## src/rtl/lnut_pkg.sv

```systemverilog
// Types, constants and register indexes of the linear neuron update pipeline.
package lnut_pkg;

   localparam int VAR_COUNT_DEF = 2;
   localparam int SPIKE_VAR_DEF = 0;
   localparam int FRAC_BITS_DEF = 16;

   localparam int ID_W      = 10;
   localparam int WORD_W    = 32;
   localparam int PROD_W    = 2 * WORD_W;
   localparam int CSR_IDX_W = 8;

   typedef logic        [ID_W-1:0]      id_type;
   typedef logic signed [WORD_W-1:0]    word_type;
   typedef logic signed [PROD_W-1:0]    prod_type;
   typedef logic        [CSR_IDX_W-1:0] csr_idx_type;

   localparam csr_idx_type REG_COEF_A00        = 8'd0;
   localparam csr_idx_type REG_COEF_A01        = 8'd1;
   localparam csr_idx_type REG_COEF_A10        = 8'd2;
   localparam csr_idx_type REG_COEF_A11        = 8'd3;
   localparam csr_idx_type REG_OFFSET_C0       = 8'd4;
   localparam csr_idx_type REG_OFFSET_C1       = 8'd5;
   localparam csr_idx_type REG_SPIKE_THRESHOLD = 8'd6;
   localparam csr_idx_type REG_RESET_LEVEL     = 8'd7;

   localparam word_type COEF_DIAG_RST = 32'sd65536;
   localparam word_type ZERO_RST      = 32'sd0;

   typedef struct packed {
      word_type a00;
      word_type a01;
      word_type a10;
      word_type a11;
      word_type c0;
      word_type c1;
      word_type thresh;
      word_type rst_level;
   } cfg_type;

   typedef struct packed {
      id_type   id;
      word_type x0;
      word_type x1;
   } in_stage_type;

   typedef struct packed {
      id_type   id;
      word_type x1;
      prod_type p00;
      prod_type p01;
      prod_type p10;
      prod_type p11;
   } prod_stage_type;

   typedef struct packed {
      id_type   id;
      word_type v0;
      word_type v1;
   } sum_stage_type;

endpackage

```

## src/rtl/lnut_acc.sv

```systemverilog
// Sum stage: floor-shift the products, add the offsets and saturate to 32 bits.
module lnut_acc
   import lnut_pkg::*;
#(
   parameter int VAR_COUNT = VAR_COUNT_DEF,
   parameter int FRAC_BITS = FRAC_BITS_DEF
)
(
   input  logic           clock,
   input  logic           reset,
   input  cfg_type        cfg,
   input  logic           in_valid,
   output logic           in_ready,
   input  prod_stage_type in_data,
   output logic           out_valid,
   input  logic           out_ready,
   output sum_stage_type  out_data
);

   localparam bit       UseB     = (VAR_COUNT >= 2);
   localparam prod_type WORD_MAX = prod_type'(64'sh0000_0000_7FFF_FFFF);
   localparam prod_type WORD_MIN = prod_type'(64'shFFFF_FFFF_8000_0000);

   function automatic word_type sat_word(input prod_type v);
      if (v > WORD_MAX) begin
         return WORD_MAX[WORD_W-1:0];
      end else if (v < WORD_MIN) begin
         return WORD_MIN[WORD_W-1:0];
      end
      return v[WORD_W-1:0];
   endfunction

   logic          valid_ff;
   sum_stage_type data_ff;
   sum_stage_type data_in;
   prod_type      t00;
   prod_type      t01;
   prod_type      t10;
   prod_type      t11;
   prod_type      sum0;
   prod_type      sum1;

   assign in_ready = !valid_ff || out_ready;

   assign t00 = in_data.p00 >>> FRAC_BITS;
   assign t01 = in_data.p01 >>> FRAC_BITS;
   assign t10 = in_data.p10 >>> FRAC_BITS;
   assign t11 = in_data.p11 >>> FRAC_BITS;

   always_comb begin
      sum0 = prod_type'(cfg.c0) + t00 + (UseB ? t01 : '0);
      sum1 = prod_type'(cfg.c1) + t11 + t10;
      data_in.id = in_data.id;
      data_in.v0 = sat_word(sum0);
      data_in.v1 = UseB ? sat_word(sum1) : in_data.x1;
   end

   always_ff @(posedge clock) begin
      if (reset) begin
         valid_ff <= 1'b0;
      end else if (in_ready) begin
         valid_ff <= in_valid;
      end
   end

   always_ff @(posedge clock) begin
      if (in_ready && in_valid) begin
         data_ff <= data_in;
      end
   end

   assign out_valid = valid_ff;
   assign out_data  = data_ff;

endmodule

```

## config.mk

```make
export PLATFORM = sky130hd
export DESIGN_NAME = lnut_acc
export DESIGN_NICKNAME = d
export VERILOG_FILES = /design/src/rtl/lnut_pkg.sv /design/src/rtl/lnut_acc.sv
export SDC_FILE = /design/constraint.sdc
export NUM_CORES = 1
export LEC_CHECK = 0
export ABC_AREA = 1
export BUFFER_PORTS_ARGS = -buffer_cell sky130_fd_sc_hd__buf_2
export CORE_AREA = 2 2 248 250
export DETAILED_ROUTE_END_ITERATION = 10
export DIE_AREA = 0 0 250 252
export SLEW_MARGIN = 40
export SYNTH_ARGS = -nofsm -noshare
export SYNTH_HDL_FRONTEND = slang
export SYNTH_SLANG_ARGS = --single-unit
```

## constraint.sdc

```tcl
create_clock -name clock -period 4.1 [get_ports clock]
set_clock_uncertainty 0.1 [all_clocks]
set_input_delay 0.205 -clock clock [delete_from_list [all_inputs] [get_ports clock]]
set_output_delay 0.205 -clock clock [all_outputs]
set_load 0.1 [all_outputs]
```

==> impl_metrics.env <==
export IMPL_drc=0
export IMPL_cp_start_kind="input port"
export IMPL_tightest_slew_ps=799.0
export IMPL_hold_start="in_valid"
export IMPL_hold_violations=0
export IMPL_grt_overflow=0
export IMPL_via_count=13779
export IMPL_setup_slack_ps=446.2
export IMPL_core_area_mm2=0.06013
export IMPL_io_buffers=345
export IMPL_synth_seq_cells=75
export IMPL_die_h_um=252
export IMPL_hpwl_um=50040
export IMPL_wirelength_um=55830
export IMPL_cts_buffer_depth=2
export IMPL_rsz0062_at_grt="no"
export IMPL_yosys_area_top_type="nand2_1"
export IMPL_syn_area_mm2=0.01297
export IMPL_nNetsFinal=3161
export IMPL_crit_fanout=17
export IMPL_hp_class="in2reg"
export IMPL_grt_pass1_vias=13079
export IMPL_crit_type="in2reg"
export IMPL_initial_core_util_pct=21.56
export IMPL_critPathCaptureType="flip-flop"
export IMPL_fmax_mhz=273.7
export IMPL_finalSetupViolCount=0
export IMPL_critPathRequiredTime_ps=4110
export IMPL_synthFlopType="edfxtp_1"
export IMPL_drt_iter0_markers=1019
export IMPL_htree_levels=3
export IMPL_drive_gt1_share_pct=16.98
export IMPL_first_pass_iters=5
export IMPL_min_period_ps=3654
export IMPL_ys_warnings_count=0
export IMPL_path_clk_slew_ps=60
export IMPL_dieWidth_um=250
export IMPL_ys_top_cells_by_area="nand2_1 (24%), edfxtp_1 (17%), fa_1 (15%)"
export IMPL_leakage_nw=8.704
export IMPL_r2r_cells=2
export IMPL_pre_cts_slack_ps=-27.86
export IMPL_fp_dieArea_mm2=0.06300
export IMPL_drv_slew=0
export IMPL_grt_pass1_wl_um=81450
export IMPL_min_to="out_valid"
export IMPL_syn_nets=2782
export IMPL_avgSynthCellArea_um2=6.388
export IMPL_synth_edf_count=74
export IMPL_power_mw=7.917
export IMPL_synthTopCellsByCount="nand2_1 (822), inv_1 (362), nor2_1 (185)"
export IMPL_rr_endpoint="out_data[30]"
export IMPL_timing_final_crit_share_pct=89.12
export IMPL_synth_most_common_cell="nand2_1"
export IMPL_post_synth_top_area_fraction_pct=23.79
export IMPL_irDropWorstVdd_v=0.0003837
export IMPL_r2r_slack_ps=2460
export IMPL_cp_arrival_ps=3670
export IMPL_rows=90
export IMPL_cts_tree="yes"
export IMPL_gp_congestion=0.9389
export IMPL_ys_seq_area_share_pct=17.29
export IMPL_grt_usage_pct=17.44
export IMPL_clockRootBuffer="clkbuf_16"
export IMPL_pwr_density_cell_mw_per_mm2=488.8
export IMPL_hold_depth=3
export IMPL_synthDistinctLibCells=35
export IMPL_viasPerCell=4.307
export IMPL_syn_inst=2030
export IMPL_antenna_found_initial=10
export IMPL_grt_start_max_net_pins=75
export IMPL_r2r_start="out_valid"
export IMPL_cap_violations=0
export IMPL_area_growth_pct=24.89
export IMPL_ioPinCount=634
export IMPL_wl_per_cell_um=17.45
export IMPL_status="completed"
export IMPL_postRouteAntennaNets=0
export IMPL_clkLatencyLatePin_ps=360
export IMPL_cts_buffers_inserted=9
export IMPL_relSlewSlack_pct=46.73
export IMPL_ys_async_sr_fraction_pct=0
export IMPL_cts_sinks=75
stage by stage:
| stage | hold slack, ps | TNS [ps] | instance area (um2) | instances | utilization (%) |
|---|---|---|---|---|---|
| detailed placement | 267.9 | -225.8 | 15790 | 3169 | 26.25 |
| global placement | 266.6 | 0 | 15780 | 3169 | 26.24 |
| floorplan | 174.1 | 0 | 12970 | 2030 | - |
| global route | 102.3 | 0 | 16190 | 3196 | 26.92 |
| CTS | 84.67 | 0 | 16190 | 3196 | 26.92 |
| finish | 98.33 | 0 | 16200 | 3199 | 26.93 |
layout make-up:
class	count	area, um2
well taps	782	978.4
clock inverters	7	65.06
clock buffers	9	225.2
repair buffers	381	2081
fillers	6913	43940
diodes	3	7.507
inverters	364	1366
multi-input cells	1578	9230
flip-flops and latches	75	2242
sequential cells by signal, indices dropped and copies added (netlist names):
signal and count:
out_data 74, out_valid 1
cell families after synthesis:
| kind of cell | count (synthesis) | synth area share, % |
|---|---|---|
| AO/OA/AOI/OAI | 145 | 6.011 |
| XOR/XNOR | 59 | 4.043 |
| adder cells (fa/ha/maj) | 194 | 24.39 |
| buffers and inverters | 377 | 11.62 |
| flip-flops | 75 | 17.29 |
| AND/OR/NAND/NOR | 1180 | 36.65 |
worst max-delay path, stage by stage:
cell      delay (ps)
clkbuf_4         360
fa_1             460
ha_1             450
nand2_1          130
inv_1             90
nand2_1          140
nor3_1           390
nand2_1          140
nor2_1           110
nand2_1          120
nand3_1          120
nand2_1           50
nand2_1           90
inv_1             50
nor2_1           100
nand3_1          100
nor2_1            90
nand2_1           60
nand2_2          130
buf_4            200
nand2_1           80
power breakdown:
part | total (mW) | internal, mW | switching, mW | leakage [nW]
combinational | 5.86 | 1.53 | 4.33 | 7.85
sequential | 1.23 | 1.18 | 0.0528 | 0.705
clock | 0.821 | 0.469 | 0.352 | 0.145
total | 7.92 | 3.18 | 4.74 | 8.70
per-layer routing:
layer / wire [um] / part of all wire, % / GRT usage, % / vias to the layer above
li1: - / - / - / 7028
met1: 30690 / 55 / 28.15 / 6232
met2: 19940 / 36 / 22.90 / 480
met3: 4569 / 8.2 / 4.147 / 33
met4: 601 / 1.1 / 2.891 / 6
met5: 31 / 0.056 / 0 / -
repair_timing:
action	in CTS	in global routing
setup buffers	0	0
gates resized for setup	0	1
setup endpoints to repair	0	8
hold buffers	11	0
hold endpoints to repair	11	0
worst max-delay path by stage:
stage                    from      endpoint  slack (ps)  cells after the start
floorplan           out_valid   out_data[0]         710                      1
global placement     cfg[127]  out_data[41]           9                     21
detailed placement   cfg[127]  out_data[33]         -30                     21
CTS                  cfg[127]  out_data[38]         360                     21
global route          cfg[95]   out_data[3]         140                     20
finish               cfg[127]  out_data[39]         450                     21
layout by cell type, fill, tap and decap left out, drive strengths merged, types with 3 or more instances in the layout:
cell type / synthesis / routed
nand2: 832 / 832
buf: 13 / 369
inv: 364 / 366
nor2: 193 / 193
fa: 98 / 98
ha: 96 / 96
a21oi: 96 / 96
nand3: 84 / 84
edfxtp: 74 / 74
xor2: 41 / 41
nand4: 37 / 37
o21ai: 30 / 30
xnor2: 18 / 18
nor3: 14 / 14
o21bai: 13 / 13
dlygate4sd3: 0 / 11
clkbuf: 0 / 10
and2: 6 / 6
nand3b: 5 / 5
nor4: 4 / 4
clkinv: 0 / 4
diode: 0 / 3
and3: 3 / 3
(Power assumes the default switching activity.)
