**config.mk**
```make
export PLATFORM = sky130hd
export DESIGN_NAME = lnut_csr_flat
export DESIGN_NICKNAME = d
export VERILOG_FILES = /design/src/rtl/lnut_pkg.sv /design/src/rtl/lnut_ifs.sv /design/src/rtl/lnut_csr.sv /design/src/flat_wrapper.sv
export SDC_FILE = /design/constraint.sdc
export NUM_CORES = 1
export LEC_CHECK = 0
export BUFFER_PORTS_ARGS = -buffer_cell sky130_fd_sc_hd__buf_2
export CORE_MARGIN = 3
export CORE_UTILIZATION = 47
export DETAILED_ROUTE_END_ITERATION = 12
export GPL_TIMING_DRIVEN = 1
export HOLD_SLACK_MARGIN = 0.05
export PLACE_DENSITY = 0.72
export SYNTH_ARGS = -nofsm -noshare
export SYNTH_HDL_FRONTEND = slang
export SYNTH_SLANG_ARGS = --single-unit
```
**constraint.sdc**
```tcl
create_clock -name clock -period 1.3 [get_ports clock]
set_input_delay 0.065 -clock clock [delete_from_list [all_inputs] [get_ports clock]]
set_output_delay 0.065 -clock clock [all_outputs]
set_load 0.01 [all_outputs]
```
**src/rtl/lnut_pkg.sv**
```systemverilog
// Types, constants and register indexes of the linear neuron update pipeline.
package lnut_pkg;

   localparam int VAR_COUNT_DEF = 2;
   localparam int SPIKE_VAR_DEF = 0;
   localparam int FRAC_BITS_DEF = 16;

   localparam int ID_W      = 10;
   localparam int WORD_W    = 32;
   localparam int PROD_W    = 2 * WORD_W;
   localparam int CSR_IDX_W = 8;

   typedef logic        [ID_W-1:0]      id_type;
   typedef logic signed [WORD_W-1:0]    word_type;
   typedef logic signed [PROD_W-1:0]    prod_type;
   typedef logic        [CSR_IDX_W-1:0] csr_idx_type;

   localparam csr_idx_type REG_COEF_A00        = 8'd0;
   localparam csr_idx_type REG_COEF_A01        = 8'd1;
   localparam csr_idx_type REG_COEF_A10        = 8'd2;
   localparam csr_idx_type REG_COEF_A11        = 8'd3;
   localparam csr_idx_type REG_OFFSET_C0       = 8'd4;
   localparam csr_idx_type REG_OFFSET_C1       = 8'd5;
   localparam csr_idx_type REG_SPIKE_THRESHOLD = 8'd6;
   localparam csr_idx_type REG_RESET_LEVEL     = 8'd7;

   localparam word_type COEF_DIAG_RST = 32'sd65536;
   localparam word_type ZERO_RST      = 32'sd0;

   typedef struct packed {
      word_type a00;
      word_type a01;
      word_type a10;
      word_type a11;
      word_type c0;
      word_type c1;
      word_type thresh;
      word_type rst_level;
   } cfg_type;

   typedef struct packed {
      id_type   id;
      word_type x0;
      word_type x1;
   } in_stage_type;

   typedef struct packed {
      id_type   id;
      word_type x1;
      prod_type p00;
      prod_type p01;
      prod_type p10;
      prod_type p11;
   } prod_stage_type;

   typedef struct packed {
      id_type   id;
      word_type v0;
      word_type v1;
   } sum_stage_type;

endpackage

```
**src/rtl/lnut_ifs.sv**
```systemverilog


interface lnut_csr_if;
   import lnut_pkg::*;
   logic        valid;
   logic        ready;
   csr_idx_type index;
   word_type    data;

   modport source (output valid, output index, output data, input ready);
   modport sink   (input valid, input index, input data, output ready);
endinterface

```
**src/rtl/lnut_csr.sv**
```systemverilog
// Configuration register file: coefficients, offsets, threshold and reset level.
module lnut_csr
   import lnut_pkg::*;
(
   input  logic       clock,
   input  logic       reset,
   lnut_csr_if.sink   csr,
   output cfg_type    cfg
);

   cfg_type cfg_ff;

   assign csr.ready = 1'b1;
   assign cfg       = cfg_ff;

   always_ff @(posedge clock) begin
      if (reset) begin
         cfg_ff.a00       <= COEF_DIAG_RST;
         cfg_ff.a01       <= ZERO_RST;
         cfg_ff.a10       <= ZERO_RST;
         cfg_ff.a11       <= COEF_DIAG_RST;
         cfg_ff.c0        <= ZERO_RST;
         cfg_ff.c1        <= ZERO_RST;
         cfg_ff.thresh    <= ZERO_RST;
         cfg_ff.rst_level <= ZERO_RST;
      end else if (csr.valid) begin
         case (csr.index)
            REG_COEF_A00:        cfg_ff.a00       <= csr.data;
            REG_COEF_A01:        cfg_ff.a01       <= csr.data;
            REG_COEF_A10:        cfg_ff.a10       <= csr.data;
            REG_COEF_A11:        cfg_ff.a11       <= csr.data;
            REG_OFFSET_C0:       cfg_ff.c0        <= csr.data;
            REG_OFFSET_C1:       cfg_ff.c1        <= csr.data;
            REG_SPIKE_THRESHOLD: cfg_ff.thresh    <= csr.data;
            REG_RESET_LEVEL:     cfg_ff.rst_level <= csr.data;
            default: ;
         endcase
      end
   end

endmodule

```
**src/flat_wrapper.sv**
```systemverilog
// flat-port wrapper written by rule: the top's interface ports become plain ports
module lnut_csr_flat import lnut_pkg::*;
  (clock, reset, cfg, csr_valid, csr_index, csr_data, csr_ready);
  lnut_csr_if csr_i ();
  input  logic clock;
  input  logic reset;
  output cfg_type cfg;
  input wire logic [$bits(csr_i.valid)-1:0] csr_valid;
  input wire logic [$bits(csr_i.index)-1:0] csr_index;
  input wire logic [$bits(csr_i.data)-1:0] csr_data;
  output wire logic [$bits(csr_i.ready)-1:0] csr_ready;
  assign csr_i.valid = csr_valid;
  assign csr_i.index = csr_index;
  assign csr_i.data = csr_data;
  assign csr_ready = csr_i.ready;
  lnut_csr u_core (.clock(clock), .reset(reset), .csr(csr_i), .cfg(cfg));
endmodule
```
==> flow_metrics.py, run 1 <==
metrics = {
    "outcome": {
        "status": "complete, no violations",
    },
    "detailed_routing": {
        "ant_nets": 0,
        "route.vias.total": 7394,
        "drc": 0,
        "drt_wl_total_um": 27500,
        "vias_per_cell": 4.88,
        "routedWlPerCell_um": 18.2,
        "first_pass_iters": 4,
        "drt_iter0_drc": 296,
    },
    "global_route": {
        "grt_pass1_vias": 7802,
        "track_usage": 0.228,
        "grt_antenna_before_repair": 0,
        "grt_max_degree": 57,
        "grt_pass1_wl_um": 43700,
        "grt-ovfl-total": 0,
    },
    "sta": {
        "fmax_ghz": 0.896,
        "hold_viol_final": 0,
        "final.setup_skew_ns": 0,
        "rsz0062_at_grt": "no",
        "fin_setup_tns_ns": 0,
        "slew_violations": 0,
        "setup_viol": 0,
        "fin_crit_sh": 0.858,
        "min_period_ns": 1.12,
    },
    "yosys": {
        "synth_area_leaders": "dfxtp_1, mux2i_1, nand2b_1, buf_6, clkbuf_1",
        "synth_top_area_share": 0.501,
        "yosysTopAreaCell": "dfxtp_1",
        "yosys.cell_types.count": 21,
        "synth_cells": 908,
        "synth_seq_cells": 256,
        "syn_avg_cell_area_um2": 11.3,
        "synth_edf_count": 0,
        "syn_area_mm2": 0.0102,
        "synth_seq_area_share": 0.501,
        "synth_flop_cell": "dfxtp_1",
        "yosysWarnings": 0,
        "yosys.cell_count.top_type": "nand2b_1",
        "synthesis.nets": 951,
        "synth_common_cells": "nand2b_1, dfxtp_1, mux2i_1",
        "async_reset_ff_frac": 0,
    },
    "worst_setup_path": {
        "start_kind": "flip-flop",
        "r2r_start": "u_core.cfg[195]",
        "worstSetupEndpointType": "output pin",
        "r2r-end": "u_core.cfg[195]",
        "slowest_delay_ns": 0.37,
        "required_ns": 1.24,
        "criticalPathCategory": "reg -> out",
        "worst-path-buf-inv": 1,
        "regToRegSetupSlack_ns": 0.64,
        "cpLargestDelayFamily": "flip-flops",
        "crit_slowest_cell": "dfxtp_1",
        "reg2regPathDepth": 2,
        "cp_data_arrival_time_ns": 1.05,
        "crit_chain": "buf_2",
        "cp_max_fo": 2,
    },
    "floorplan": {
        "initial_utilization": 0.482,
        "dieHeight_um": 154,
        "die_x_um": 154,
        "die_area_mm2": 0.0236,
        "core_mm2": 0.0212,
        "pin_count": 300,
        "rows": 53,
    },
    "power_and_ir_drop": {
        "p_sw_mw": 3.50,
        "peakVddDrop_v": 0.000936,
        "finalPower_mw": 16.0,
        "power.share.clock": 0.463,
        "power.internal_mw": 12.5,
        "swShare": 0.218,
        "p_comb_frac": 0.047,
        "power_density_mw_per_mm2": 1200,
        "seq_power_share": 0.491,
        "leakagePower_nw": 7.30,
    },
    "cts": {
        "insertion_delay_ns": 0.53,
        "ctsHtreeMaxLevel": 1,
        "clk_pin_slew_ns": 0.06,
        "cts_resized": 0,
        "tritoncts": "done",
        "cts_made_buffers": 27,
        "hold_buffers": 26,
        "post_cts_buffers": 0,
        "clock-sinks": 256,
        "clockRootBuffer": "clkbuf_16",
        "cts_buffer_depth": 3,
    },
    "job": {
        "drv_cap": 0,
    },
    "min_path": {
        "hp-start": "csr_data[30]",
        "worstHoldEndpoint": "u_core.cfg[222]",
        "hold_path_depth": 3,
        "min_path_type": "in -> reg",
    },
    "place": {
        "dpl_cell_area_mm2": 0.0123,
        "dp_hpwl_um": 18600,
        "port_buffers": 298,
        "gp_congestion": 0.779,
    },
    "layout": {
        "fillCellCount": 1775,
        "n_antenna_cell": 0,
        "area_delta_synth_final_pct": 30.7,
        "fin_area_mm2": 0.0134,
        "fin_nets": 1263,
        "layout-drive-gt1-share": 0.324,
        "fin_util": 0.630,
        "largest_reg_flops": 256,
    },
}
## final cells by class
cell class              instances  area, µm²  area share
flip-flops and latches        256       5120       0.383
multi-input cells             562       4580       0.343
repair buffers                373       2460       0.184
clock buffers                  41        808      0.0604
well taps                     275        344      0.0257
clock inverters                 7       52.6     0.00393
## placed cells by master (no fill, tap or decap), drive strengths merged
cell type    instances
buf                347
nand2b             286
mux2i              256
dfxtp              256
clkbuf              41
dlygate4sd3         26
nand3                6
clkinv               5
nor2                 4
and3                 2
nand4                2
nor4                 1
nor3b                1
and3b                1
and2b                1
nor2b                1
conb                 1
inv                  1
clkinvlp             1
## how the worst max path moves through the flow
stage | cells after the start | slack [ns] | startpoint | endpoint
after floorplan | 6 | 0.07 | csr_index[5] | u_core.cfg[149]
after global placement | 6 | -0.02 | csr_index[5] | u_core.cfg[237]
after detailed placement | 6 | -0.08 | csr_index[5] | u_core.cfg[152]
after CTS | 1 | 0.15 | u_core.cfg[144] | cfg[144]
after global routing | 1 | 0.14 | u_core.cfg[144] | cfg[144]
final | 1 | 0.18 | u_core.cfg[233] | cfg[233]
## metrics by stage
step / hold slack [ns] / setup WS, ns / std cells
2_1_floorplan: 0.236 / 0.0683 / 908
6_report: 0.0597 / 0.184 / 1514
3_5_place_dp: 0.362 / -0.0830 / 1440
3_3_place_gp: 0.362 / -0.0186 / 1440
5_1_grt: 0.0642 / 0.140 / 1514
4_1_cts: 0.0536 / 0.152 / 1514
## routing by layer
| layer | routed length [µm] | global-route usage |
|---|---|---|
| met1 | 12000 | 0.283 |
| met2 | 12900 | 0.389 |
| met3 | 1900 | 0.0605 |
| met4 | 743 | 0.0681 |
| met5 | 0 | 0 |
## power groups by stage
stage	sequential, mW	combinational, mW	clock (mW)
after CTS	7.86	0.747	7.58
after global placement	8.03	0.683	0
after floorplan	8.04	0.389	0
final	7.86	0.746	7.41
after global routing	7.85	0.797	7.91
after detailed placement	8.03	0.684	0
## cell families after synthesis
group | synth area share
mux | 0.250
flops | 0.501
simple gates | 0.196
buf+inv | 0.0520
other cells | 0.000367
## worst min-delay path, cell delays in order
cell and delay (ns):
buf_2 0.08, nand2b_1 0.22, mux2i_1 0.19
Note: power is estimated with default switching activity, not from simulation.
==> run 2: changes to the inputs <==
--- a/config.mk
+++ b/config.mk
@@ -5,6 +5,7 @@
 export SDC_FILE = /design/constraint.sdc
 export NUM_CORES = 1
 export LEC_CHECK = 0
+export ABC_AREA = 1
 export BUFFER_PORTS_ARGS = -buffer_cell sky130_fd_sc_hd__buf_2
 export CORE_MARGIN = 3
 export CORE_UTILIZATION = 47
==> run 2 against run 1 <==
Net effect: hold slack gained 0.022 ns; largest power group is now clock; routed wire length is 35% higher; highest routed layer unchanged; clock power is 6.7% higher; flip-flop and latch count is the same; maximum frequency down 9.4%.
==> flow_metrics.py, run 2 <==
metrics = {
    "outcome": {
        "status": "complete, no violations",
    },
    "detailed_routing": {
        "route.vias.total": 11068,
        "first_pass_iters": 5,
        "routedWlPerCell_um": 18.0,
        "dr_wl_met3_um": 3670,
        "wl_met2_um": 16700,
        "drc": 0,
        "wl_met1_um": 15100,
        "drt_iter0_drc": 1005,
        "drt_wl_total_um": 37100,
        "vias_per_cell": 5.38,
        "highest_layer": "met4",
        "ant_nets": 0,
    },
    "layout": {
        "largest_reg_flops": 256,
        "layout.cells.non_filler": 2058,
        "layout_common_cells": "buf_2, nand3_1, nand2_1",
        "final_common_cell": "buf_2",
        "n_antenna_cell": 0,
        "fin_nets": 1802,
        "layout-drive-gt1-share": 0.250,
        "area_delta_synth_final_pct": 27.6,
        "fillCellCount": 2015,
    },
    "worst_setup_path": {
        "r2r-end": "u_core.cfg[240]",
        "r2r_start": "u_core.cfg[240]",
        "cp_data_arrival_time_ns": 1.65,
        "worstSetupEndpoint": "u_core.cfg[240]",
        "start_kind": "input port",
        "regToRegSetupSlack_ns": 0.20,
        "worstSetupEndpointType": "flip-flop",
        "reg2regPathDepth": 3,
        "required_ns": 1.71,
        "criticalPathCategory": "in -> reg",
        "cp_max_fo": 45,
        "crit_start": "reset",
    },
    "sta": {
        "worst_slew_pin_slew_ns": 0.535,
        "fmax_ghz": 0.811,
        "slew_violations": 0,
        "fin_setup_tns_ns": 0,
        "hold_ws_ns": 0.0813,
        "fin_crit_sh": 0.948,
        "min_period_ns": 1.23,
        "maxSlewHeadroom": 0.643,
        "hold_viol_final": 0,
        "final.setup_skew_ns": 0,
        "rsz0062_at_grt": "no",
        "setup_viol": 0,
    },
    "yosys": {
        "synth_top_area_share": 0.474,
        "async_reset_ff_frac": 0,
        "yosysWarnings": 0,
        "synth_edf_count": 0,
        "synth_area_leaders": "dfxtp_1, nand3_1, a21oi_1, nand2_1, nor2_1",
        "synth_seq_cells": 256,
        "synthesis.nets": 1514,
        "synth_cells": 1471,
        "synth_flop_cell": "dfxtp_1",
        "yosys.cell_types.count": 13,
        "syn_avg_cell_area_um2": 7.35,
        "syn_area_mm2": 0.0108,
        "yosysTopAreaCell": "dfxtp_1",
        "synth_seq_area_share": 0.474,
        "synth_common_cells": "nand2_1, nand3_1, nor2_1",
    },
    "place": {
        "place_inst": 2004,
        "gp_congestion": 0.817,
        "dp_hpwl_um": 24500,
        "port_buffers": 298,
    },
    "floorplan": {
        "initial_utilization": 0.486,
        "core_mm2": 0.0222,
        "rows": 54,
        "die_x_um": 158,
        "die_area_mm2": 0.0249,
        "pin_count": 300,
        "dieHeight_um": 158,
    },
    "global_route": {
        "grt-ovfl-total": 0,
        "track_usage": 0.281,
        "grt_max_degree": 71,
        "grt_antenna_before_repair": 0,
        "grt_pass1_vias": 9410,
        "grt_pass1_wl_um": 54200,
    },
    "power_and_ir_drop": {
        "leakagePower_nw": 6.53,
        "power_density_mw_per_mm2": 1240,
        "peakVddDrop_v": 0.000771,
    },
    "cts": {
        "clockRootBuffer": "clkbuf_16",
        "clk_pin_slew_ns": 0.06,
        "cts_buffer_depth": 3,
        "cts_made_buffers": 27,
        "insertion_delay_ns": 0.52,
        "clock-sinks": 256,
        "cts_resized": 0,
        "post_cts_buffers": 0,
        "tritoncts": "done",
        "ctsHtreeMaxLevel": 1,
    },
    "min_path": {
        "min_path_type": "in -> reg",
    },
    "job": {
        "drv_cap": 0,
    },
}
==> run 2: cell count changes after synthesis, moves of 38 or more <==
cell and delta:
nand2_1 +260, inv_1 +38, nor2_1 +255, buf_2 +41
nand3_1 +260, mux2i_1 -256, a21oi_1 +254, nand2b_1 -286
==> run 2: how the worst min path moves through the flow <==
stage | slack [ns] | startpoint | cells past startpoint | end
after detailed placement | 0.34 | csr_data[16] | 3 | u_core.cfg[144]
after floorplan | 0.22 | csr_data[16] | 2 | u_core.cfg[144]
after global placement | 0.34 | csr_data[16] | 3 | u_core.cfg[240]
after global routing | 0.07 | csr_data[8] | 5 | u_core.cfg[168]
after CTS | 0.06 | csr_data[1] | 6 | u_core.cfg[97]
final | 0.08 | csr_data[8] | 5 | u_core.cfg[168]
==> run 2: cells by family after synthesis <==
| kind of cell | after synthesis | share of synthesized area |
|---|---|---|
| AOI/OAI and AO/OA | 254 | 0.118 |
| other | 1 | 0.000347 |
| DFF | 256 | 0.474 |
| buffers and inverters | 179 | 0.105 |
| and+or+nand+nor | 781 | 0.303 |
==> run 2: area by class of cell <==
cell class | instances | area [µm²] | area share
flip-flops and latches | 256 | 5120 | 0.372
multi-input cells | 1036 | 4570 | 0.331
repair buffers | 400 | 2690 | 0.195
clock buffers | 37 | 773 | 0.0561
well taps | 280 | 350 | 0.0254
inverters | 38 | 151 | 0.0110
clock inverters | 11 | 134 | 0.00971
==> run 2: per-stage QoR <==
stage	utilization	area, µm²	power, mW	worst slack, ns
global route	0.620	13800	17.6	0.0126
floorplan	-	10800	8.72	0.285
global placement	0.577	12800	9.32	0.0189
detailed placement	0.577	12800	9.33	-0.0137
finish	0.620	13800	17.1	0.0677
CTS	0.621	13800	17.1	0.0322
==> run 2: worst max-delay path, cell delays in order <==
cell and delay, ns:
dlygate4sd3_1 0.53, buf_2 0.15, inv_8 0.23, nand3_1 0.10, dlygate4sd3_1 0.56
==> run 2: report_power, final <==
group,switching (mW),total [mW],internal (mW)
clock,3.17,7.91,4.74
sequential,0.0114,7.87,7.86
combinational,0.903,1.33,0.422
total,4.09,17.1,13.0
==> run 2: per-layer routing <==
| metal | GRT usage | vias up |
|---|---|---|
| met5 | 0 | - |
| met4 | 0.112 | 0 |
| met3 | 0.0574 | 91 |
| met2 | 0.441 | 551 |
| met1 | 0.381 | 5046 |
| li1 | - | 5380 |
==> run 2: what timing repair did <==
item	in CTS	in global routing
endpoints found under the hold margin	47	0
hold buffers	7	0
setup endpoints to repair	0	1
