==> config.mk <==
export PLATFORM = sky130hd
export DESIGN_NAME = lnut_fire_flat
export DESIGN_NICKNAME = d
export VERILOG_FILES = /design/src/rtl/lnut_pkg.sv /design/src/rtl/lnut_ifs.sv /design/src/rtl/lnut_fire.sv /design/src/flat_wrapper.sv
export SDC_FILE = /design/constraint.sdc
export NUM_CORES = 1
export LEC_CHECK = 0
export BUFFER_PORTS_ARGS = -buffer_cell sky130_fd_sc_hd__buf_2
export CORE_AREA = 3 3 157 159
export CTS_BUF_LIST = sky130_fd_sc_hd__clkbuf_8 sky130_fd_sc_hd__clkbuf_16
export DETAILED_ROUTE_END_ITERATION = 8
export DIE_AREA = 0 0 160 162
export GPL_TIMING_DRIVEN = 0
export HOLD_SLACK_MARGIN = 0.08
export MAX_ROUTING_LAYER = met4
export SYNTH_ARGS = -nofsm -noshare
export SYNTH_HDL_FRONTEND = slang
export SYNTH_SLANG_ARGS = --single-unit
==> constraint.sdc <==
create_clock -name clock -period 4.5 [get_ports clock]
set_clock_uncertainty 0.2 [all_clocks]
set_input_delay 0.9 -clock clock [delete_from_list [all_inputs] [get_ports clock]]
set_output_delay 0.9 -clock clock [all_outputs]
set_load 0.05 [all_outputs]
==> src/rtl/lnut_pkg.sv <==
// Types, constants and register indexes of the linear neuron update pipeline.
package lnut_pkg;

   localparam int VAR_COUNT_DEF = 2;
   localparam int SPIKE_VAR_DEF = 0;
   localparam int FRAC_BITS_DEF = 16;

   localparam int ID_W      = 10;
   localparam int WORD_W    = 32;
   localparam int PROD_W    = 2 * WORD_W;
   localparam int CSR_IDX_W = 8;

   typedef logic        [ID_W-1:0]      id_type;
   typedef logic signed [WORD_W-1:0]    word_type;
   typedef logic signed [PROD_W-1:0]    prod_type;
   typedef logic        [CSR_IDX_W-1:0] csr_idx_type;

   localparam csr_idx_type REG_COEF_A00        = 8'd0;
   localparam csr_idx_type REG_COEF_A01        = 8'd1;
   localparam csr_idx_type REG_COEF_A10        = 8'd2;
   localparam csr_idx_type REG_COEF_A11        = 8'd3;
   localparam csr_idx_type REG_OFFSET_C0       = 8'd4;
   localparam csr_idx_type REG_OFFSET_C1       = 8'd5;
   localparam csr_idx_type REG_SPIKE_THRESHOLD = 8'd6;
   localparam csr_idx_type REG_RESET_LEVEL     = 8'd7;

   localparam word_type COEF_DIAG_RST = 32'sd65536;
   localparam word_type ZERO_RST      = 32'sd0;

   typedef struct packed {
      word_type a00;
      word_type a01;
      word_type a10;
      word_type a11;
      word_type c0;
      word_type c1;
      word_type thresh;
      word_type rst_level;
   } cfg_type;

   typedef struct packed {
      id_type   id;
      word_type x0;
      word_type x1;
   } in_stage_type;

   typedef struct packed {
      id_type   id;
      word_type x1;
      prod_type p00;
      prod_type p01;
      prod_type p10;
      prod_type p11;
   } prod_stage_type;

   typedef struct packed {
      id_type   id;
      word_type v0;
      word_type v1;
   } sum_stage_type;

endpackage

==> src/rtl/lnut_ifs.sv <==


interface lnut_rsp_if;
   import lnut_pkg::*;
   logic     valid;
   logic     ready;
   id_type   out_neuron_id;
   word_type new_var_zero;
   word_type new_var_one;
   logic     spiked;

   modport source (output valid, output out_neuron_id, output new_var_zero,
                   output new_var_one, output spiked, input ready);
   modport sink   (input valid, input out_neuron_id, input new_var_zero,
                   input new_var_one, input spiked, output ready);
endinterface


==> src/rtl/lnut_fire.sv <==
// Threshold stage: spike test, reset of the spiking variable and output register.
module lnut_fire
   import lnut_pkg::*;
#(
   parameter int SPIKE_VAR = SPIKE_VAR_DEF
)
(
   input  logic          clock,
   input  logic          reset,
   input  cfg_type       cfg,
   input  logic          in_valid,
   output logic          in_ready,
   input  sum_stage_type in_data,
   lnut_rsp_if.source    rsp
);

   localparam bit SpikeSel = ((SPIKE_VAR % 2) != 0);

   logic     valid_ff;
   id_type   id_ff;
   word_type v0_ff;
   word_type v1_ff;
   logic     spiked_ff;
   word_type sel_var;
   logic     spike_in;
   word_type v0_in;
   word_type v1_in;

   assign in_ready = !valid_ff || rsp.ready;

   always_comb begin
      sel_var  = SpikeSel ? in_data.v1 : in_data.v0;
      spike_in = (sel_var > cfg.thresh);
      v0_in    = (spike_in && !SpikeSel) ? cfg.rst_level : in_data.v0;
      v1_in    = (spike_in &&  SpikeSel) ? cfg.rst_level : in_data.v1;
   end

   always_ff @(posedge clock) begin
      if (reset) begin
         valid_ff <= 1'b0;
      end else if (in_ready) begin
         valid_ff <= in_valid;
      end
   end

   always_ff @(posedge clock) begin
      if (in_ready && in_valid) begin
         id_ff     <= in_data.id;
         v0_ff     <= v0_in;
         v1_ff     <= v1_in;
         spiked_ff <= spike_in;
      end
   end

   assign rsp.valid         = valid_ff;
   assign rsp.out_neuron_id = id_ff;
   assign rsp.new_var_zero  = v0_ff;
   assign rsp.new_var_one   = v1_ff;
   assign rsp.spiked        = spiked_ff;

endmodule

==> src/flat_wrapper.sv <==
// flat-port wrapper written by rule: the top's interface ports become plain ports
module lnut_fire_flat import lnut_pkg::*;
#(
   parameter int SPIKE_VAR = SPIKE_VAR_DEF
)
  (clock, reset, cfg, in_valid, in_ready, in_data, rsp_valid, rsp_out_neuron_id, rsp_new_var_zero, rsp_new_var_one, rsp_spiked, rsp_ready);
  lnut_rsp_if rsp_i ();
  input  logic clock;
  input  logic reset;
  input  cfg_type cfg;
  input  logic in_valid;
  output logic in_ready;
  input  sum_stage_type in_data;
  output wire logic [$bits(rsp_i.valid)-1:0] rsp_valid;
  output wire logic [$bits(rsp_i.out_neuron_id)-1:0] rsp_out_neuron_id;
  output wire logic [$bits(rsp_i.new_var_zero)-1:0] rsp_new_var_zero;
  output wire logic [$bits(rsp_i.new_var_one)-1:0] rsp_new_var_one;
  output wire logic [$bits(rsp_i.spiked)-1:0] rsp_spiked;
  input wire logic [$bits(rsp_i.ready)-1:0] rsp_ready;
  assign rsp_valid = rsp_i.valid;
  assign rsp_out_neuron_id = rsp_i.out_neuron_id;
  assign rsp_new_var_zero = rsp_i.new_var_zero;
  assign rsp_new_var_one = rsp_i.new_var_one;
  assign rsp_spiked = rsp_i.spiked;
  assign rsp_i.ready = rsp_ready;
  lnut_fire #(.SPIKE_VAR(SPIKE_VAR)) u_core (.clock(clock), .reset(reset), .cfg(cfg), .in_valid(in_valid), .in_ready(in_ready), .in_data(in_data), .rsp(rsp_i));
endmodule
==> results of run 1 <==
per-stage QoR:
stage | instance area (um2) | setup WS, ns | std cells
final | 5520 | 0.814 | 791
after detailed placement | 5190 | 0.295 | 773
after CTS | 5520 | 0.651 | 789
after global routing | 5520 | 0.390 | 791
after global placement | 5160 | 0.00260 | 772
after floorplan | 3670 | 0.663 | 235
worst max-delay path: stages:
cell and delay (ns):
buf_2 0.08, inv_1 0.03, ha_1 0.29, nor2b_1 0.13
o211ai_1 0.24, a2111oi_0 0.19, a2111oi_0 0.43, o21ai_0 0.33
a21boi_4 0.36, buf_6 0.25, mux2_4 0.33
cells in the mapped netlist, types with 2 or more instances:
cell and count:
nand3_1 4, o21ai_0 3, mux2_4 29, nor2_1 3, a211oi_1 2, buf_6 3, a21oi_1 11, mux2_2 3
nor4_1 2, ha_1 32, a2111oi_0 3, a21o_1 2, edfxtp_1 75, inv_1 34, nand4_1 7, nand2_1 7
registers in the layout, summed over array words and instances (netlist names):
| register | count |
|---|---|
| u_core.rsp.spiked | 1 |
| u_core.rsp.new_var_zero | 32 |
| u_core.rsp.new_var_one | 32 |
| u_core.rsp.out_neuron_id | 10 |
| u_core.rsp.valid | 1 |
cell families after synthesis:
logic type	count (synthesis)	share of synthesized area (%)
AND/OR/NAND/NOR	33	5.29
buffers and inverters	37	4.40
AO/OA/AOI/OAI	24	4.40
adder cells (fa/ha/maj)	32	10.9
multiplexers	33	13.1
flip-flops	76	61.9
layer usage:
metal  share of wire [%]  up-vias  GRT usage, %
met5                   0        -             -
met4                 1.6        0          3.79
met3                  13       11          4.92
met2                  42      157          13.1
met1                  43     1274          11.5
li1                    -     1344             -
final timing paths:
path | from | endpoint | slack (ns) | cells after the start
max | cfg[33] | u_core.rsp.new_var_zero[17] | 0.81 | 11
min | u_core.rsp.valid | u_core.rsp.valid | 0.34 | 2
max reg2reg | u_core.rsp.valid | u_core.rsp.new_var_one[25] | 2.77 | 3
min reg2reg | u_core.rsp.valid | u_core.rsp.valid | 0.34 | 2
power by group:
group	switching (mW)	internal, mW
combinational	0.324	0.177
sequential	0.0111	0.844
clock	0.319	0.491
total	0.654	1.51
cells in the final DEF (no fill, tap or decap), types with 3 or more instances in the layout:
master / count
nor2_1: 3
buf_6: 3
mux2_4: 29
ha_1: 32
mux2_2: 3
buf_2: 218
nand2_1: 7
nand3_1: 4
nand4_1: 7
clkinv_4: 3
a21oi_1: 11
inv_1: 35
a2111oi_0: 3
clkbuf_16: 9
o21ai_0: 3
edfxtp_1: 75
cell type report:
| type | instances | area [um2] |
|---|---|---|
| clock buffers | 9 | 225 |
| well taps | 319 | 399 |
| diodes | 2 | 5.00 |
| plain buffers | 3 | 33.8 |
| inverters | 34 | 128 |
| clock inverters | 7 | 101 |
| repair buffers | 219 | 1120 |
| multi-input cells | 122 | 1240 |
| flip-flops and latches | 76 | 2270 |
| fillers | 2549 | 17900 |
==> impl_metrics.env, run 1 <==
export IMPL_path_class="primary input to flop"
export IMPL_clk_pin_slew_ns=0.06
export IMPL_clk_latency_ns=0.34
export IMPL_hp_class="flop to flop"
export IMPL_avgViaCountPerCell=3.52
export IMPL_hold_violations=0
export IMPL_antenna_found_initial=3
export IMPL_start_kind="primary input"
export IMPL_grt_start_max_net_pins=46
export IMPL_setup_viol=0
export IMPL_vias=2786
export IMPL_crit_path_end_kind="flop"
export IMPL_final_antenna_net_count=0
export IMPL_timing_fmax_mhz=271
export IMPL_status="finished clean"
export IMPL_min_period_ns=3.69
export IMPL_syn_inst=235
export IMPL_critPathRequiredTime_ns=4.39
export IMPL_ys_warn_count=0
export IMPL_tightest_slew_ns=0.599
export IMPL_drive_above_1_share_pct=58.5
export IMPL_die_area_mm2=0.0259
export IMPL_cts_resized=0
export IMPL_power_density_mw_per_mm2=392
export IMPL_cp_max_fo=10
export IMPL_cts_sinks=76
export IMPL_cts_buffers=9
export IMPL_synth_ff_type="edfxtp_1"
export IMPL_grt_use_total_pct=9.42
export IMPL_die_width_um=160
export IMPL_power_total_mw=2.17
export IMPL_syn_cell_area_mm2=0.00367
export IMPL_final_util_pct=23.6
export IMPL_grt_overflow_total=0
export IMPL_async_flop_share_pct=0
export IMPL_rows=56
export IMPL_yosysTopAreaCell="edfxtp_1"
export IMPL_synth_area_leaders="edfxtp_1 61%, mux2_4 12%, ha_1 11%"
export IMPL_cts_hold_buf=0
export IMPL_drc=0
export IMPL_grt_setup_unrepaired="false"
export IMPL_cts_tree="yes"
export IMPL_postSynthNetCount=601
export IMPL_synth_top_area_share_pct=61.4
export IMPL_max_clock_path_buffers=2
export IMPL_firstDrtPassIters=4
export IMPL_seq_area_frac_synth_pct=61.9
export IMPL_hold_slack_ns=0.337
export IMPL_irDropWorstVdd_v=0.000185
export IMPL_fin_tns_setup_ns=0
export IMPL_arrival_ns=3.57
export IMPL_cts_root_buf="clkbuf_16"
export IMPL_pin_count=411
export IMPL_grt_pass1_vias=2894
export IMPL_port_buffers=218
export IMPL_cts_setup_buffers=0
export IMPL_yosys_register_bits=76
export IMPL_initial_utilization_pct=15.7
export IMPL_coreArea_mm2=0.0234
export IMPL_die_y_um=162
export IMPL_max_slew_margin_rel_pct=59.0
export IMPL_htreeDepth=3
export IMPL_leakage_nw=2.56
export IMPL_cap_violations=0
export IMPL_dpl_hpwl_mm=10.0
export IMPL_yosysUniqueCellTypes=31
export IMPL_synthToLayoutAreaGrowth_pct=50.5
export IMPL_grt_pass1_wl_mm=17.1
export IMPL_drt_total_wl_mm=12.2
export IMPL_fin_crit_sh_pct=81.9
export IMPL_avgSynthCellArea_um2=15.6
export IMPL_synth_enable_flop_cells=75
export IMPL_nNetsFinal=831
export IMPL_gp_congestion=0.723
export IMPL_drtIter0Drc=123
export IMPL_detail_route_wl_per_cell_um=15.5
export IMPL_drv_slew=0
Note: power is estimated with default switching activity, not from simulation.
==> run 2, diff against run 1 <==
--- a/config.mk
+++ b/config.mk
@@ -5,11 +5,12 @@
 export SDC_FILE = /design/constraint.sdc
 export NUM_CORES = 1
 export LEC_CHECK = 0
+export ABC_AREA = 1
 export BUFFER_PORTS_ARGS = -buffer_cell sky130_fd_sc_hd__buf_2
-export CORE_AREA = 3 3 157 159
+export CORE_AREA = 3 3 158 160
 export CTS_BUF_LIST = sky130_fd_sc_hd__clkbuf_8 sky130_fd_sc_hd__clkbuf_16
 export DETAILED_ROUTE_END_ITERATION = 8
-export DIE_AREA = 0 0 160 162
+export DIE_AREA = 0 0 161 163
 export GPL_TIMING_DRIVEN = 0
 export HOLD_SLACK_MARGIN = 0.08
 export MAX_ROUTING_LAYER = met4
==> constraint.sdc (replaced) <==
create_clock -name clock -period 3.8 [get_ports clock]
set_clock_uncertainty 0.2 [all_clocks]
set_input_delay 0.76 -clock clock [delete_from_list [all_inputs] [get_ports clock]]
set_output_delay 0.76 -clock clock [all_outputs]
set_load 0.05 [all_outputs]
==> run 2 against run 1 <==
Area after synthesis up 1.3%. Sequential power is 20% higher. Combinational power increased by 32%. Largest cell class unchanged. Highest routed layer unchanged. Count of clock-buffer cells in the layout is the same. First-iteration DRC count rose by 54%. Design area grew 2.5%. Worst setup slack got worse by 0.0029 ns. Via count up 17%. Core utilization grew 0.44 points. Register-to-register slack lost 0.53 ns. Critical path depth unchanged.
==> impl_metrics.env, run 2 <==
export IMPL_status="finished clean"
export IMPL_cp_buffers_inverters=3
export IMPL_cts_root_buf="clkbuf_16"
export IMPL_start_kind="primary input"
export IMPL_cts_buffers=9
export IMPL_synth_ff_type="edfxtp_1"
export IMPL_grt_setup_unrepaired="false"
export IMPL_dp_worst_setup_slack_ns=0.322
export IMPL_power_density_mw_per_mm2=487
export IMPL_max_slew_margin_rel_pct=61.0
export IMPL_cap_violations=0
export IMPL_fin_crit_sh_pct=78.7
export IMPL_grt_pass1_vias=3233
export IMPL_synthAdderAreaFrac_pct=10.8
export IMPL_synth_area_leaders="edfxtp_1 61%, ha_1 11%, nand2_1 10%"
export IMPL_timing_fmax_mhz=335
export IMPL_synth_enable_flop_cells=75
export IMPL_cts_tree="yes"
export IMPL_rows=56
export IMPL_irDropWorstVdd_v=0.000200
export IMPL_dr_wl_met2_mm=5.94
export IMPL_grt_start_max_net_pins=28
export IMPL_yosys_cell_count_top_type="nand2_1"
export IMPL_setup_viol=0
export IMPL_leakage_nw=2.76
export IMPL_drv_slew=0
export IMPL_synth_top_area_share_pct=60.6
export IMPL_path_class="primary input to flop"
export IMPL_crit_family="simple AND/OR/NAND/NOR gates"
export IMPL_nNetsFinal=933
export IMPL_cts_sinks=76
export IMPL_firstDrtPassIters=4
export IMPL_crit_path_end_kind="flop"
export IMPL_final_antenna_net_count=0
export IMPL_critPathRequiredTime_ns=3.70
export IMPL_arrival_ns=2.88
export IMPL_cts_hold_buf=0
export IMPL_die_width_um=161
export IMPL_hp_class="flop to flop"
export IMPL_yosys_top_cells_count="100 x nand2_1, 75 x edfxtp_1, 43 x inv_1"
export IMPL_syn_inst=335
export IMPL_pin_count=411
export IMPL_highest_layer="met4"
export IMPL_drc=0
export IMPL_antenna_found_initial=3
export IMPL_cp_slowest_cell="clkbuf_1"
export IMPL_synthToLayoutAreaGrowth_pct=52.3
export IMPL_yosysUniqueCellTypes=22
export IMPL_gp_congestion=0.710
export IMPL_cp_common_cell="nand2_1"
export IMPL_yosys_register_bits=76
export IMPL_synth_top_family_by_area="simple AND/OR/NAND/NOR gates"
export IMPL_cp_cell_sequence="buf_2 -> inv_1 -> ha_1 -> nand2_1 -> nor2_2 -> nand2_1 -> nor2_1 -> nand4_1 -> clkbuf_1 -> nand4_1 -> nand2_1"
export IMPL_synth_simple_area_share_pct=18.6
export IMPL_syn_cell_area_mm2=0.00372
export IMPL_grt_use_total_pct=11.4
export IMPL_final_fill_count=2574
export IMPL_die_y_um=163
export IMPL_grt_pass1_wl_mm=20.4
export IMPL_tightest_slew_ns=0.585
export IMPL_avgViaCountPerCell=3.66
export IMPL_min_period_ns=2.99
export IMPL_cts_setup_buffers=0
export IMPL_postSynthNetCount=701
export IMPL_muxShareOfSynthArea_pct=0
export IMPL_max_clock_path_buffers=2
export IMPL_grt_overflow_total=0
export IMPL_yosysTopAreaCell="edfxtp_1"
export IMPL_cts_resized=0
export IMPL_htreeDepth=3
export IMPL_detail_route_wl_per_cell_um=16.7
export IMPL_die_area_mm2=0.0262
export IMPL_drt_total_wl_mm=14.9
export IMPL_layout_common_cells="223 x buf_2, 100 x nand2_1, 75 x edfxtp_1"
export IMPL_vias=3273
export IMPL_seq_area_frac_synth_pct=61.1
export IMPL_wl_met1_mm=7.04
export IMPL_synth_xor_area_share_pct=0
export IMPL_layout_commonest_cell="buf_2"
export IMPL_hold_violations=0
export IMPL_initial_utilization_pct=15.8
export IMPL_synth_compound_area_share_pct=3.03
export IMPL_port_buffers=218
export IMPL_drive_above_1_share_pct=43.9
export IMPL_drtIter0Drc=189
export IMPL_met3_wirelength_mm=1.62
export IMPL_clk_pin_slew_ns=0.06
export IMPL_final_util_pct=24.0
export IMPL_layout_setup_ws_ns=0.811
export IMPL_clk_latency_ns=0.34
export IMPL_avgSynthCellArea_um2=11.1
export IMPL_cp_max_fo=10
export IMPL_async_flop_share_pct=0
export IMPL_max_stage_delay_ns=0.40
export IMPL_dpl_hpwl_mm=12.4
export IMPL_coreArea_mm2=0.0235
export IMPL_ys_warn_count=0
## run 2: changes by cell type after synthesis, moves of 5 or more
cell and change:
buf_2 +5, inv_1 +9, a21oi_1 +5, nand2_1 +93, mux2_4 -29, nand4_1 +28
nor2_1 +5
## run 2: final cells by class
cell class                      instances  area (um2)  share of cell area, %
Antenna cell                            3        7.51                  0.133
Buffer                                 12        77.6                   1.37
Clock buffer                            9         225                   3.98
Clock inverter                          7         141                   2.50
Inverter                               43         161                   2.85
Multi-Input combinational cell        204        1220                   21.5
Sequential cell                        76        2270                   40.2
Tap cell                              319         399                   7.05
Timing Repair Buffer                  221        1160                   20.5
## run 2: cell families after synthesis
kind of cell | Yosys count
AND/OR/NAND/NOR | 151
flip-flops | 76
buffers and inverters | 55
adder cells (fa/ha/maj) | 32
AO/OA/AOI/OAI | 21
## run 2: path summary, 6_finish.rpt
check | slack (ns) | cells after the start | end | from
worst max-delay path | 0.81 | 11 | u_core.rsp.new_var_zero[2] | cfg[63]
worst min-delay path | 0.33 | 2 | u_core.rsp.valid | u_core.rsp.valid
worst max register to register | 2.24 | 2 | u_core.rsp.new_var_zero[28] | u_core.rsp.valid
worst min register to register | 0.33 | 2 | u_core.rsp.valid | u_core.rsp.valid
## run 2: stage by stage
| step | hold WS [ns] | power, mW | cell area, um2 | TNS, ns | cells |
|---|---|---|---|---|---|
| 2_1_floorplan | 0.629 | 1.48 | 3720 | 0 | 335 |
| 3_3_place_gp | 0.290 | 1.70 | 5210 | -83.04 | 872 |
| 3_5_place_dp | 0.327 | 1.72 | 5290 | 0 | 875 |
| 4_1_cts | 0.338 | 2.82 | 5650 | 0 | 891 |
| 5_1_grt | 0.356 | 2.90 | 5660 | 0 | 894 |
| 6_report | 0.335 | 2.76 | 5660 | 0 | 894 |
## run 2: layer usage
metal | track usage [%] | vias up
met2 | 15.5 | 169
met5 | - | -
met1 | 14.9 | 1453
li1 | - | 1634
met4 | 4.18 | 0
met3 | 4.73 | 17
## run 2: worst min-delay path, delay by kind of cell, from the launching register on
family,cells,cell delay (ns)
DFF,1,0.35
and+or+nand+nor,1,0.09
AOI/OAI and AO/OA,1,0.06
## run 2: power breakdown
part,switching [mW],internal (mW),total [mW],leakage [nW]
clock network,0.359,0.708,1.07,0.181
registers,0.0162,1.01,1.03,0.737
logic,0.473,0.188,0.661,1.84
==> run 3, diff against run 2 <==
--- a/config.mk
+++ b/config.mk
@@ -5,12 +5,12 @@
 export SDC_FILE = /design/constraint.sdc
 export NUM_CORES = 1
 export LEC_CHECK = 0
-export ABC_AREA = 1
+export ABC_AREA = 0
 export BUFFER_PORTS_ARGS = -buffer_cell sky130_fd_sc_hd__buf_2
-export CORE_AREA = 3 3 158 160
+export CORE_AREA = 3 3 157 159
 export CTS_BUF_LIST = sky130_fd_sc_hd__clkbuf_8 sky130_fd_sc_hd__clkbuf_16
 export DETAILED_ROUTE_END_ITERATION = 8
-export DIE_AREA = 0 0 161 163
+export DIE_AREA = 0 0 160 162
 export GPL_TIMING_DRIVEN = 0
 export HOLD_SLACK_MARGIN = 0.08
 export MAX_ROUTING_LAYER = met4
==> constraint.sdc (replaced) <==
create_clock -name clock -period 3 [get_ports clock]
set_clock_uncertainty 0.2 [all_clocks]
set_input_delay 0.6 -clock clock [delete_from_list [all_inputs] [get_ports clock]]
set_output_delay 0.6 -clock clock [all_outputs]
set_load 0.05 [all_outputs]
==> run 3 against run 2 <==
The flow now finishes with violations (setup timing). Wire length down 11%. Core utilization up 1.8 points. Combinational power up 34%. Via count down 11%. Register-to-register slack worse by 0.89 ns. Total power up 18%. Design area up 6.9%. Worst setup slack worse by 0.87 ns. Count of clock-buffer cells in the layout unchanged. Critical endpoint is now u_core.rsp.new_var_zero[7]. Largest power group is now registers.
==> impl_metrics.env, run 3 (synthesis results as in run 1) <==
export IMPL_arrival_ns=2.95
export IMPL_layout_commonest_cell="buf_2"
export IMPL_clk_pin_slew_ns=0.07
export IMPL_startpoint="in_data[63]"
export IMPL_grt_start_max_net_pins=62
export IMPL_timing_fmax_mhz=327
export IMPL_grt_pass1_wl_mm=18.2
export IMPL_drv_slew=0
export IMPL_stdcell_area_mm2=0.00605
export IMPL_irDropWorstVdd_v=0.000193
export IMPL_dp_worst_setup_slack_ns=-0.731
export IMPL_cts_tree="yes"
export IMPL_path_class="primary input to flop"
export IMPL_drc=0
export IMPL_critPathRequiredTime_ns=2.90
export IMPL_final_util_pct=25.9
export IMPL_grt_use_total_pct=10.1
export IMPL_hp_class="primary input to flop"
export IMPL_coreArea_mm2=0.0234
export IMPL_hold_violations=0
export IMPL_hold_slack_ns=0.209
export IMPL_min_period_ns=3.05
export IMPL_cp_max_fo=10
export IMPL_cts_root_buf="clkbuf_16"
export IMPL_antenna_found_initial=1
export IMPL_power_density_mw_per_mm2=540
export IMPL_r2r_cells=3
export IMPL_multi_input_area_mm2=0.00151
export IMPL_final_antenna_net_count=0
export IMPL_final_fill_count=2514
export IMPL_fin_crit_sh_pct=102
export IMPL_grt_setup_unrepaired="true"
export IMPL_drt_total_wl_mm=13.3
export IMPL_crit_path_end_kind="flop"
export IMPL_start_kind="primary input"
export IMPL_vias=2916
export IMPL_dp_cells=773
export IMPL_register_area_mm2=0.00227
export IMPL_setup_viol=26
export IMPL_drive_above_1_share_pct=66.1
export IMPL_initial_utilization_pct=15.7
export IMPL_tightest_slew_ns=0.411
export IMPL_layout_common_cells="209 x buf_2, 75 x edfxtp_1, 32 x mux2_4"
export IMPL_port_buffers=218
export IMPL_synthToLayoutAreaGrowth_pct=64.8
export IMPL_nNetsFinal=849
export IMPL_firstDrtPassIters=4
export IMPL_drtIter0Drc=146
export IMPL_die_area_mm2=0.0259
export IMPL_finalNonFillerCells=807
export IMPL_max_slew_margin_rel_pct=72.5
export IMPL_place_area_mm2=0.00526
export IMPL_rows=56
export IMPL_cts_buffers=9
export IMPL_cp_endpoint="u_core.rsp.new_var_zero[7]"
export IMPL_grt_overflow_total=0
export IMPL_clk_latency_ns=0.34
export IMPL_die_width_um=160
export IMPL_fin_tns_setup_ns=-1.10
export IMPL_cts_hold_buf=0
export IMPL_layout_setup_ws_ns=-0.0549
export IMPL_rr_startpoint="u_core.rsp.valid"
export IMPL_violations="setup timing"
export IMPL_pin_count=411
export IMPL_grt_pass1_vias=2935
export IMPL_die_y_um=162
export IMPL_power_total_mw=3.26
export IMPL_htreeDepth=3
export IMPL_cap_violations=0
export IMPL_hold_depth=2
export IMPL_detail_route_wl_per_cell_um=16.4
export IMPL_gp_congestion=0.703
export IMPL_cts_sinks=76
export IMPL_reg2reg_to="u_core.rsp.new_var_zero[30]"
export IMPL_avgViaCountPerCell=3.61
export IMPL_ff2ff_setup_slack_ns=1.35
export IMPL_status="finished with violations"
export IMPL_dpl_hpwl_mm=10.4
export IMPL_max_clock_path_buffers=2
export IMPL_leakage_nw=2.70
## run 3: worst min path at each step
stage	from	to	slack, ns
floorplan	reset	u_core.rsp.valid	0.47
global placement	u_core.rsp.valid	u_core.rsp.valid	0.31
detailed placement	u_core.rsp.valid	u_core.rsp.valid	0.33
CTS	reset	u_core.rsp.valid	0.19
global route	reset	u_core.rsp.valid	0.19
finish	reset	u_core.rsp.valid	0.21
## run 3: layout make-up
type / count / share of cell area [%]
Antenna cell: 1 / 0.0414
Buffer: 2 / 0.662
Clock buffer: 9 / 3.72
Clock inverter: 6 / 1.05
Inverter: 34 / 2.44
Multi-Input combinational cell: 122 / 25.0
Sequential cell: 76 / 37.6
Tap cell: 319 / 6.60
Timing Repair Buffer: 238 / 22.9
## run 3: what timing repair did
item	4_1_cts	5_1_grt
gates cloned	1	1
setup buffers	12	5
gates resized for setup	44	18
pin swaps	9	8
endpoints found under the setup margin	33	32
## run 3: metal layers
layer / vias up / GRT usage [%] / wire [um]
met5: - / - / 0
met4: 0 / 1.81 / 74
met3: 6 / 7.55 / 2150
met2: 162 / 14.2 / 5490
met1: 1368 / 11.7 / 5550
li1: 1380 / - / -
## run 3: power breakdown
group	total, mW	switching [mW]	internal, mW
registers	1.28	0.0166	1.27
logic	0.886	0.528	0.357
clock network	1.10	0.455	0.640
## run 3: worst max-delay path: stages
cell and delay (ns):
buf_8 0.10, ha_4 0.27, and4_4 0.24, nand2_4 0.05, or4b_4 0.52, o21ai_4 0.09
mux2_4 0.31, a21boi_4 0.16, buf_12 0.15, buf_12 0.15, mux2_4 0.29
